==> config.mk <==
export PLATFORM = sky130hd
export DESIGN_NAME = s_curve_speed_ramp
export DESIGN_NICKNAME = d
export VERILOG_FILES = /design/src/hw/rtl/scsr_pkg.sv /design/src/hw/rtl/scsr_divider.sv /design/src/hw/rtl/s_curve_speed_ramp.sv
export VERILOG_INCLUDE_DIRS = /design/src /design/src/hw/rtl
export SDC_FILE = /design/constraint.sdc
export NUM_CORES = 1
export LEC_CHECK = 0
export BUFFER_PORTS_ARGS = -buffer_cell sky130_fd_sc_hd__buf_2
export CORE_UTILIZATION = 60
export DETAILED_ROUTE_END_ITERATION = 6
export HOLD_SLACK_MARGIN = 0.1
export PLACE_DENSITY = 0.78
export SLEW_MARGIN = 20
export SYNTH_ARGS = -nofsm -noshare
export SYNTH_HDL_FRONTEND = slang
export SYNTH_SLANG_ARGS = --single-unit
==> constraint.sdc <==
create_clock -name i_clk -period 9.6 [get_ports i_clk]
set_clock_uncertainty 0.2 [all_clocks]
set_input_delay 1.44 -clock i_clk [delete_from_list [all_inputs] [get_ports i_clk]]
set_output_delay 1.44 -clock i_clk [all_outputs]
set_load 0.01 [all_outputs]
==> src/hw/rtl/s_curve_speed_ramp_defines.svh <==
// assertion helpers for the s-curve speed ramp
`ifndef S_CURVE_SPEED_RAMP_DEFINES_SVH
`define S_CURVE_SPEED_RAMP_DEFINES_SVH

// same-cycle implication
`define SCSR_ASSERT_IMP(label, clk, rst_n, ante, cons) \
    label: assert property (@(posedge clk) disable iff (!rst_n) (ante) |-> (cons)) \
        else $error("scsr same-cycle check failed");

// next-cycle implication
`define SCSR_ASSERT_NXT(label, clk, rst_n, ante, cons) \
    label: assert property (@(posedge clk) disable iff (!rst_n) (ante) |=> (cons)) \
        else $error("scsr next-cycle check failed");

`endif

==> src/hw/rtl/scsr_pkg.sv <==
`timescale 1ns / 1ps

package scsr_pkg;

    localparam int FRAC_BITS    = 16;
    localparam int ACCEL_RESET  = 500;
    localparam int THRESH_RESET = 128;

    localparam logic [FRAC_BITS:0] R_ONE = {1'b1, {FRAC_BITS{1'b0}}};

    // register indexes
    localparam logic REG_ACCEL  = 1'b0;
    localparam logic REG_THRESH = 1'b1;

endpackage

==> src/hw/rtl/scsr_divider.sv <==
`timescale 1ns / 1ps

module scsr_divider #(
    parameter int W = 16
) (
    input  logic                           i_clk,
    input  logic                           i_rst_n,
    input  logic                           i_start,
    input  logic [W-1:0]                   i_dividend,
    input  logic [W-1:0]                   i_divisor,
    output logic [scsr_pkg::FRAC_BITS-1:0] o_quot,
    output logic                           o_done
);
    import scsr_pkg::*;

    localparam int CNT_W = $clog2(FRAC_BITS + 1);

    logic [W-1:0]         r_rem;
    logic [W-1:0]         r_div;
    logic [FRAC_BITS-1:0] r_quot;
    logic [CNT_W-1:0]     r_cnt;
    logic                 r_busy;
    logic                 r_done;

    logic [W:0]   shifted;
    logic [W:0]   diffv;
    logic         ge;

    // one restoring step per cycle, dividend is below divisor
    assign shifted = {r_rem, 1'b0};
    assign diffv   = shifted - {1'b0, r_div};
    assign ge      = (shifted >= {1'b0, r_div});

    always_ff @(posedge i_clk) begin
        if (!i_rst_n) begin
            r_busy <= 1'b0;
            r_done <= 1'b0;
            r_cnt  <= '0;
        end else begin
            r_done <= 1'b0;
            if (i_start) begin
                r_busy <= 1'b1;
                r_cnt  <= CNT_W'(FRAC_BITS);
            end else if (r_busy) begin
                r_cnt <= r_cnt - CNT_W'(1);
                if (r_cnt == CNT_W'(1)) begin
                    r_busy <= 1'b0;
                    r_done <= 1'b1;
                end
            end
        end
    end

    always_ff @(posedge i_clk) begin
        if (i_start) begin
            r_rem  <= i_dividend;
            r_div  <= i_divisor;
            r_quot <= '0;
        end else if (r_busy) begin
            r_rem  <= ge ? diffv[W-1:0] : shifted[W-1:0];
            r_quot <= {r_quot[FRAC_BITS-2:0], ge};
        end
    end

    assign o_quot = r_quot;
    assign o_done = r_done;

endmodule

==> src/hw/rtl/s_curve_speed_ramp.sv <==
`timescale 1ns / 1ps
`include "s_curve_speed_ramp_defines.svh"

// S-curve speed ramp. Each request on the s_axis side carries a signed Q8.8 target speed
// and yields one m_axis result: the planned speed and a ramp-done flag. A target change
// larger than retrigger_threshold restarts the ramp from the present speed; the speed then
// follows the smoothstep 3r^2-2r^3 of r = ticks/accel_ticks. One request at a time; the
// divider and the r^2 and r^3 passes are skipped once the ramp is done or accel_ticks is
// zero, and the block is ready again in the cycle after the result is loaded. While
// ramping, the 16-step serial divider for r and three passes through the one shared
// multiplier (r^2, r^3, blend) do the work; otherwise only the blend pass runs. A new
// request is accepted while the previous result still waits on m_axis_tready.
// Registers: accel_ticks at 0x0, retrigger_threshold at 0x4.
module s_curve_speed_ramp #(
    parameter int SPEED_BITS = 16,
    parameter int TIME_BITS  = 16
) (
    input  logic                                    i_clk,
    input  logic                                    i_rst_n,
    // cmd_speed
    input  logic [((SPEED_BITS+7)/8)*8-1:0]         s_axis_tdata,
    input  logic                                    s_axis_tvalid,
    output logic                                    s_axis_tready,
    // plan_speed, ramp_done
    output logic [((SPEED_BITS+8)/8)*8-1:0]         m_axis_tdata,
    output logic                                    m_axis_tvalid,
    input  logic                                    m_axis_tready,
    input  logic                                    psel,
    input  logic                                    penable,
    input  logic                                    pwrite,
    input  logic [2:0]                              paddr,
    input  logic [31:0]                             pwdata,
    output logic [31:0]                             prdata,
    output logic                                    pready
);
    import scsr_pkg::*;

    localparam int OUT_W = ((SPEED_BITS + 8) / 8) * 8;
    localparam int MA_W  = (SPEED_BITS > FRAC_BITS) ? SPEED_BITS + 1 : FRAC_BITS + 1;
    localparam int MB_W  = FRAC_BITS + 2;
    localparam int SM_W  = FRAC_BITS + 3;
    localparam logic [TIME_BITS-1:0]  ACCEL_INIT  = TIME_BITS'(ACCEL_RESET);
    localparam logic [SPEED_BITS-2:0] THRESH_INIT = (SPEED_BITS-1)'(THRESH_RESET);

    typedef enum logic [3:0] {
        S_IDLE, S_CMP, S_CHECK, S_DIV, S_SQ, S_CUBE, S_SMOOTH, S_MULD, S_ADD, S_OUT
    } t_state;

    t_state r_state;

    logic [TIME_BITS-1:0]         r_accel;
    logic [SPEED_BITS-2:0]        r_thr;
    logic [TIME_BITS-1:0]         r_tick;
    logic signed [SPEED_BITS-1:0] r_target;
    logic signed [SPEED_BITS-1:0] r_prev;
    logic signed [SPEED_BITS-1:0] r_start;
    logic signed [SPEED_BITS-1:0] r_speed;
    logic [FRAC_BITS-1:0]         r_r;
    logic [FRAC_BITS-1:0]         r_r2;
    logic [FRAC_BITS-1:0]         r_r3;
    logic [FRAC_BITS:0]           r_s;
    logic signed [SPEED_BITS:0]   r_delta;
    logic                         r_ramp_done;
    logic signed [SPEED_BITS-1:0] r_out_speed;
    logic                         r_out_done;
    logic                         r_m_valid;

    logic                         cfg_wr;
    logic                         in_acc;
    logic signed [SPEED_BITS:0]   diff;
    logic signed [SPEED_BITS:0]   thr_s;
    logic                         retrig;
    logic                         div_start;
    logic [FRAC_BITS-1:0]         div_quot;
    logic                         div_done;
    logic signed [MA_W-1:0]       mul_a;
    logic signed [MB_W-1:0]       mul_b;
    logic signed [MA_W+MB_W-1:0]  mul_p;
    logic signed [SPEED_BITS:0]   span;
    logic signed [SM_W-1:0]       r2e;
    logic signed [SM_W-1:0]       r3e;
    logic signed [SM_W-1:0]       s_raw;
    logic [FRAC_BITS:0]           n_s;
    logic signed [SPEED_BITS:0]   sum;

    // config port
    assign pready = 1'b1;
    assign cfg_wr = psel & penable & pwrite & pready;
    assign prdata = (paddr[2] == REG_THRESH) ? 32'(r_thr) : 32'(r_accel);

    always_ff @(posedge i_clk) begin
        if (!i_rst_n) begin
            r_accel <= ACCEL_INIT;
            r_thr   <= THRESH_INIT;
        end else if (cfg_wr) begin
            if (paddr[2] == REG_ACCEL) begin
                r_accel <= pwdata[TIME_BITS-1:0];
            end else begin
                r_thr <= pwdata[SPEED_BITS-2:0];
            end
        end
    end

    assign s_axis_tready = (r_state == S_IDLE);
    assign in_acc        = s_axis_tvalid & s_axis_tready;

    // retrigger test
    assign diff   = $signed({r_target[SPEED_BITS-1], r_target})
                  - $signed({r_prev[SPEED_BITS-1], r_prev});
    assign thr_s  = $signed({2'b00, r_thr});
    assign retrig = (diff > thr_s) || (diff < -thr_s);

    assign div_start = (r_state == S_CHECK) && (r_tick < r_accel);

    scsr_divider #(
        .W (TIME_BITS)
    ) u_div (
        .i_clk      (i_clk),
        .i_rst_n    (i_rst_n),
        .i_start    (div_start),
        .i_dividend (r_tick),
        .i_divisor  (r_accel),
        .o_quot     (div_quot),
        .o_done     (div_done)
    );

    // shared multiplier
    assign span = $signed({r_target[SPEED_BITS-1], r_target})
                - $signed({r_start[SPEED_BITS-1], r_start});

    always_comb begin
        case (r_state)
            S_SQ: begin
                mul_a = $signed(MA_W'(r_r));
                mul_b = $signed(MB_W'(r_r));
            end
            S_CUBE: begin
                mul_a = $signed(MA_W'(r_r2));
                mul_b = $signed(MB_W'(r_r));
            end
            default: begin
                mul_a = MA_W'(span);
                mul_b = $signed(MB_W'(r_s));
            end
        endcase
    end

    assign mul_p = mul_a * mul_b;

    // smoothstep with clamp
    assign r2e   = $signed(SM_W'(r_r2));
    assign r3e   = $signed(SM_W'(r_r3));
    assign s_raw = (r2e <<< 1) + r2e - (r3e <<< 1);

    always_comb begin
        if (s_raw < 0) begin
            n_s = '0;
        end else if (s_raw > $signed(SM_W'(R_ONE))) begin
            n_s = R_ONE;
        end else begin
            n_s = s_raw[FRAC_BITS:0];
        end
    end

    assign sum = $signed({r_start[SPEED_BITS-1], r_start}) + r_delta;

    always_ff @(posedge i_clk) begin
        if (!i_rst_n) begin
            r_state   <= S_IDLE;
            r_tick    <= '0;
            r_prev    <= '0;
            r_start   <= '0;
            r_speed   <= '0;
            r_m_valid <= 1'b0;
        end else begin
            if (r_m_valid && m_axis_tready && (r_state != S_OUT)) begin
                r_m_valid <= 1'b0;
            end
            case (r_state)
                S_IDLE: begin
                    if (in_acc) begin
                        r_target <= $signed(s_axis_tdata[SPEED_BITS-1:0]);
                        r_state  <= S_CMP;
                    end
                end
                S_CMP: begin
                    if (retrig) begin
                        r_tick  <= '0;
                        r_start <= r_speed;
                    end else if (r_tick < r_accel) begin
                        r_tick <= r_tick + TIME_BITS'(1);
                    end
                    r_prev  <= r_target;
                    r_state <= S_CHECK;
                end
                S_CHECK: begin
                    if (r_tick < r_accel) begin
                        r_state <= S_DIV;
                    end else begin
                        r_s     <= R_ONE;
                        r_state <= S_MULD;
                    end
                end
                S_DIV: begin
                    if (div_done) begin
                        r_r     <= div_quot;
                        r_state <= S_SQ;
                    end
                end
                S_SQ: begin
                    r_r2    <= mul_p[FRAC_BITS +: FRAC_BITS];
                    r_state <= S_CUBE;
                end
                S_CUBE: begin
                    r_r3    <= mul_p[FRAC_BITS +: FRAC_BITS];
                    r_state <= S_SMOOTH;
                end
                S_SMOOTH: begin
                    r_s     <= n_s;
                    r_state <= S_MULD;
                end
                S_MULD: begin
                    r_delta <= mul_p[FRAC_BITS +: SPEED_BITS+1];
                    r_state <= S_ADD;
                end
                S_ADD: begin
                    r_speed     <= sum[SPEED_BITS-1:0];
                    r_ramp_done <= (r_tick >= r_accel);
                    r_state     <= S_OUT;
                end
                S_OUT: begin
                    if (!r_m_valid || m_axis_tready) begin
                        r_out_speed <= r_speed;
                        r_out_done  <= r_ramp_done;
                        r_m_valid   <= 1'b1;
                        r_state     <= S_IDLE;
                    end
                end
                default: begin
                    r_state <= S_IDLE;
                end
            endcase
        end
    end

    assign m_axis_tvalid = r_m_valid;
    assign m_axis_tdata  = OUT_W'({r_out_done, r_out_speed});

    `SCSR_ASSERT_IMP(a_div_done_in_div, i_clk, i_rst_n, div_done, r_state == S_DIV)
    `SCSR_ASSERT_IMP(a_blend_in_range, i_clk, i_rst_n, r_state == S_MULD, r_s <= R_ONE)
    `SCSR_ASSERT_NXT(a_retrig_clears, i_clk, i_rst_n, (r_state == S_CMP) && retrig, r_tick == '0)

endmodule
* Word level (Yosys, flattened, before mapping)
Cells that the tools add are included. Widths: inputs -> output; s select.
Storage, ports and cells: bits in registers 270, input port bits 58, output and inout bits 59, word-level logic and storage cells 114
Cells by class: add/sub/neg operators 9, $mul 1, order comparisons 7, equality and inequality tests 15, muxes and demuxes 26, bitwise logic cells 6, reductions and logical operators 26
Operators by type and width (count):
- $mux 16 | 6
- $mux 17 | 4
- $pmux 17 s2 | 2
- $pmux 4 s10 | 1
- $sub 16x16->17 | 2
- $mul 17x18->32 | 1
- $gt 19x18->1 const B | 1
- $lt 19x1->1 const B | 1
- $sub 18x17->19 | 1
- $add 17x16->18 | 1
- $ge 17x16->1 | 1
- $gt 17x16->1 | 1
- $lt 17x17->1 | 1
- $neg 15->17 | 1
- $add 16x1->16 const B | 1
- $add 16x16->16 | 1
- $eq 4x3->1 const B | 4
- $ge 16x16->1 | 1
- $lt 16x16->1 | 1
- $reduce_and 2->1 | 8
- $sub 16x16->16 | 1
- $reduce_and 3->1 | 5
- $mux 4 | 3
- $mux 5 | 2
- other kinds (19) | 39

* Longest topological paths before layout
depth after elaboration 6, gate-level depth with buffers 35

* Modules after synthesis
From an unflattened synthesis, not the netlist that was laid out.
Second synthesis, totals: cell total of the unflattened synthesis 2771, area, all modules 25244.2 µm²
Modules (own cells, without submodules):
- s_curve_speed_ramp | instances 1, cells an instance 2480, area each 22165.0 µm²
- scsr_divider | instances 1, cells an instance 291, area each 3079.2 µm²

* Worst setup path before layout
OpenSTA, ideal clock, no wires.
path kind reg2reg, start register r_target[0], end register r_delta[12] (data pin), data arrival time 7780 ps, path slack 1351 ps, cell stages (with the launch flop) 34, path buffers 1, period minus slack after synthesis 8249 ps, path through edfxtp_1 -> inv_1 -> ha_1 -> fa_1 -> nor2b_1 -> o21a_1 -> o21ai_0 -> a211oi_1 -> nor3_1 -> or2_2 -> xnor2_1 -> o21ai_1 -> clkbuf_1 -> nor2_1 -> fa_1 -> fa_1 -> inv_1 -> fa_1 -> inv_1 -> fa_1 -> fa_1 -> inv_1 -> fa_1 -> inv_1 -> ha_1 -> and3_1 -> o2111a_1 -> o2111ai_1 -> a41oi_2 -> a41o_1 -> or3_1 -> a21oi_2 -> o21ai_1 -> xor2_1
Between the ends: cells in the longest elaborated chain, start to end 3
Ends and longest elaborated chain:
- start, declared | RTL line s_curve_speed_ramp.sv:54 | logic signed [SPEED_BITS-1:0] r_target;
- start signal, assigned | RTL line s_curve_speed_ramp.sv:182 | r_target <= $signed(s_axis_tdata[SPEED_BITS-1:0]);
- $sub 16x16->17 | RTL line s_curve_speed_ramp.sv:129 | - $signed({r_start[SPEED_BITS-1], r_start});
- $pmux 17 s2 | RTL line s_curve_speed_ramp.sv:132 | case (r_state)
- $mul 17x18->32 | RTL line s_curve_speed_ramp.sv:148 | assign mul_p = mul_a * mul_b;
- named net mul_p[28] | RTL line s_curve_speed_ramp.sv:78 | logic signed [MA_W+MB_W-1:0] mul_p;
- end signal, assigned | RTL line s_curve_speed_ramp.sv:223 | r_delta <= mul_p[FRAC_BITS +: SPEED_BITS+1];
- end, declared | RTL line s_curve_speed_ramp.sv:62 | logic signed [SPEED_BITS:0] r_delta;
The timed path passes the listed nets, and every way through them passes these cells. A chain may end at the register's enable or synchronous reset.

* Worst setup path in the final report
start register r_target[0], end register r_delta[14] (data pin)
Same word-level chain as after synthesis.

==> key figures <==
Finish
  • Max reg flops: 17
  • NumNets Final: 3364
  • Biggest register: r_s
  • Number of diodes: 0
  • Final Instance Area: between 0.02 and 0.03 mm^2
  • Layout cells sized above 1: approximately 6.6%
  • Area delta synth->final: 7.25%

Route
  • First-pass DRT Iterations: 7
  • DR iter-0 viols: 1807
  • Final wirelength: 63700 um
  • Number of nets with antenna violations after routing: 0
  • Residual DRC: 4
  • DR vias/cell: 5.88
  • Via Count: slightly below 20000
  • Avg WL per Cell: 18.8 um

Worst setup path
  • WP data required: 9.72 ns
  • Crit. End Element: flip-flop
  • Crit path top cell by count: fa_1
  • Max incr delay on CP: 0.55 ns
  • Worst Reg2Reg Path Length in Cells: 34
  • CP arrival: between 9 and 10 ns
  • Worst R2R Start: r_target[0]$_DFFE_PP_
  • CP Launch Type: flip-flop
  • Worst R2R End: r_delta[14]$_DFFE_PP_
  • CP max-delay cell: fa_1
  • Critical path peak fanout: 16
  • R2R setup slack: about 0.48 ns
  • Crit path kind: flip-flop to flip-flop

Yosys
  • Asr flop ratio synth: 0%
  • Mapped cell area: ~0.025 mm^2
  • Cells after synthesis: 2777
  • Top FF cell, synth: edfxtp_1
  • Warnings, synthesis: 0
  • Avg Cell Area, Syn: 9.04 um^2
  • Post-synthesis sequential area ratio: between 20% and 30%
  • EDFF count, synth: roughly 150
  • Post-synthesis sequential element count: 270
  • Post-synth cell types: 78

Worst hold path
  • Worst hold stages: 0
  • Hold endpoint: u_div.r_div[7]$_DFFE_PP_
  • Worst min-delay path category: flip-flop to flip-flop
  • Worst hold start: r_accel[7]$_SDFFE_PN1P_

STA
  • Slew @ Worst Pin: 1.15 ns
  • Fin crit period: 9.12 ns
  • FMAX: 0.110 GHz
  • RSZ-0062 raised after global routing: false
  • Final TNS setup: 0 ns
  • Max-slew headroom: 22.8%
  • Pins over their slew limit: 0
  • Final WS setup: approximately 0.48 ns
  • Final period utilization: 95.0%
  • Min Hold Slack: 0.238 ns
  • Hold Fails Final Rpt: 0
  • Endpoints failing setup: 0

Placed design
  • Placed wire-length estimate: 50600 um
  • Place WS: 0.181 ns
  • Post-DP Area: 0.0260 mm^2
  • Gp weighted congestion: 0.950
  • Port Buffers: 74

CTS
  • H-tree Lvls: 1
  • Hold Buf Count CTS: 0
  • CTS tree: yes
  • Clock Tree Root: clkbuf_16
  • TritonCTS Buffers: 26
  • Clock-pin slew on the worst setup and hold paths: 0.07 ns
  • CTS Sinks: 270
  • Clock Tree Buf Depth: 3
  • Clock Latency Late Sink: 0.58 ns

Die
  • Rows: 74
  • Die area: roughly 0.043 mm^2
  • I/O Pins: ~120
  • Core area: 0.0410 mm^2
  • Die Ht: 207 um
  • Die Wd: 207 um
  • Initial Util: between 60% and 70%

Global routing
  • Gr ovfl total: 0
  • Largest net degree at the start of global routing: slightly above 70
  • Number of global-route vias before repair: a little under 20000
  • First-pass GRT wire length: 102000 um
  • Global-route usage over all layers: 30.7%
  • Initial antenna violation count: 0

Job
  • Max-capacitance violation count: 0

Run status
  • Violated checks: design-rule violations
  • Run status: complete, but fails checks
-- through the flow --
step / util (%) / instances
floorplan: - / 2799
finish: 65.7 / 3378
CTS: 65.5 / 3376
detailed placement: 63.4 / 3328
global placement: 63.4 / 3328
global route: 65.7 / 3378
-- worst max-delay path by stage --
stage | start | to | slack [ns] | cells after the start
CTS | r_target[0]$_DFFE_PP_ | r_delta[10]$_DFFE_PP_ | 0.14 | 32
finish | r_target[0]$_DFFE_PP_ | r_delta[14]$_DFFE_PP_ | 0.48 | 34
global placement | r_target[0]$_DFFE_PP_ | r_delta[15]$_DFFE_PP_ | 0.38 | 32
detailed placement | r_target[0]$_DFFE_PP_ | r_delta[10]$_DFFE_PP_ | 0.18 | 32
global route | r_target[0]$_DFFE_PP_ | r_delta[10]$_DFFE_PP_ | 0.003 | 34
floorplan | r_target[0]$_DFFE_PP_ | r_delta[12]$_DFFE_PP_ | 1.35 | 33
-- worst max-delay path: cells and delay by family, from the launching register on --
family	cells	cell delay, ns
adder cells (fa/ha/maj)	9	3.92
AO/OA/AOI/OAI	12	2.57
flip-flops	1	0.34
buffers and inverters	7	0.81
XOR/XNOR	2	0.61
AND/OR/NAND/NOR	4	0.40
-- synthesized netlist by cell type (29+ instances only) --
cell type  number  share of area (%)
mux2i_1        58                2.3
nor3_1         34               0.68
clkbuf_1       76                1.1
o21a_1         29               0.87
nand2_1       377                5.6
xor2_1         30                1.0
a21oi_1       148                2.9
o21ai_0        76                1.5
fa_1          244                 19
nand3_1        57                1.1
nor2_1        221                3.3
a21o_1         40                1.2
xnor2_1        66                2.3
ha_1          236                 12
inv_1         447                6.7
dfxtp_1       123                9.8
edfxtp_1      147                 18
-- per-layer routing --
metal / track usage [%] / part of all wire, % / vias to the layer above
met5: 0 / 0 / -
met4: 11.4 / 4.1 / 0
met3: 4.11 / 7.0 / 165
met2: 50.7 / 47 / 803
met1: 41.4 / 41 / 9662
li1: - / - / 9221
-- kinds of logic (layout without fill, tap and decap cells) --
family / after synthesis / after routing / share of synthesized area, %
AND/OR/NAND/NOR: 857 / 857 / 15.1
buffers and inverters: 564 / 611 / 8.88
adder cells (fa/ha/maj): 480 / 480 / 31.2
AO/OA/AOI/OAI: 447 / 447 / 11.6
flip-flops: 270 / 270 / 27.4
XOR/XNOR: 96 / 96 / 3.35
multiplexers: 61 / 61 / 2.45
other: 2 / 24 / 0.0299
-- cell usage in the layout (no fill, tap or decap), drive strengths merged, types with 29 or more instances in the layout --
cell type | Yosys | final
a21o | 40 | 40
a21oi | 149 | 149
buf | 39 | 114
clkbuf | 76 | 34
dfxtp | 123 | 123
edfxtp | 147 | 147
fa | 244 | 244
ha | 236 | 236
inv | 448 | 449
mux2i | 58 | 58
nand2 | 377 | 377
nand3 | 57 | 57
nor2 | 223 | 223
nor3 | 34 | 34
o21a | 29 | 29
o21ai | 88 | 88
xnor2 | 66 | 66
xor2 | 30 | 30
-- layout make-up --
class                      count  area, um^2
fill                        3259       14100
multi-input combinational   1965       16200
tap                          532         666
sequential                   270        6880
clock inverter                14         164
timing repair buffer         114         671
inverter                     449        1690
clock buffer                  34         701
-- what timing repair did --
action / 4_1_cts / 5_1_grt
setup buffers: 0 / 2
setup endpoints to repair: 0 / 30
gates resized for setup: 0 / 6
Power is not shown: default switching activity piles up to over one toggle a cycle in this logic, so the estimate is an artifact.
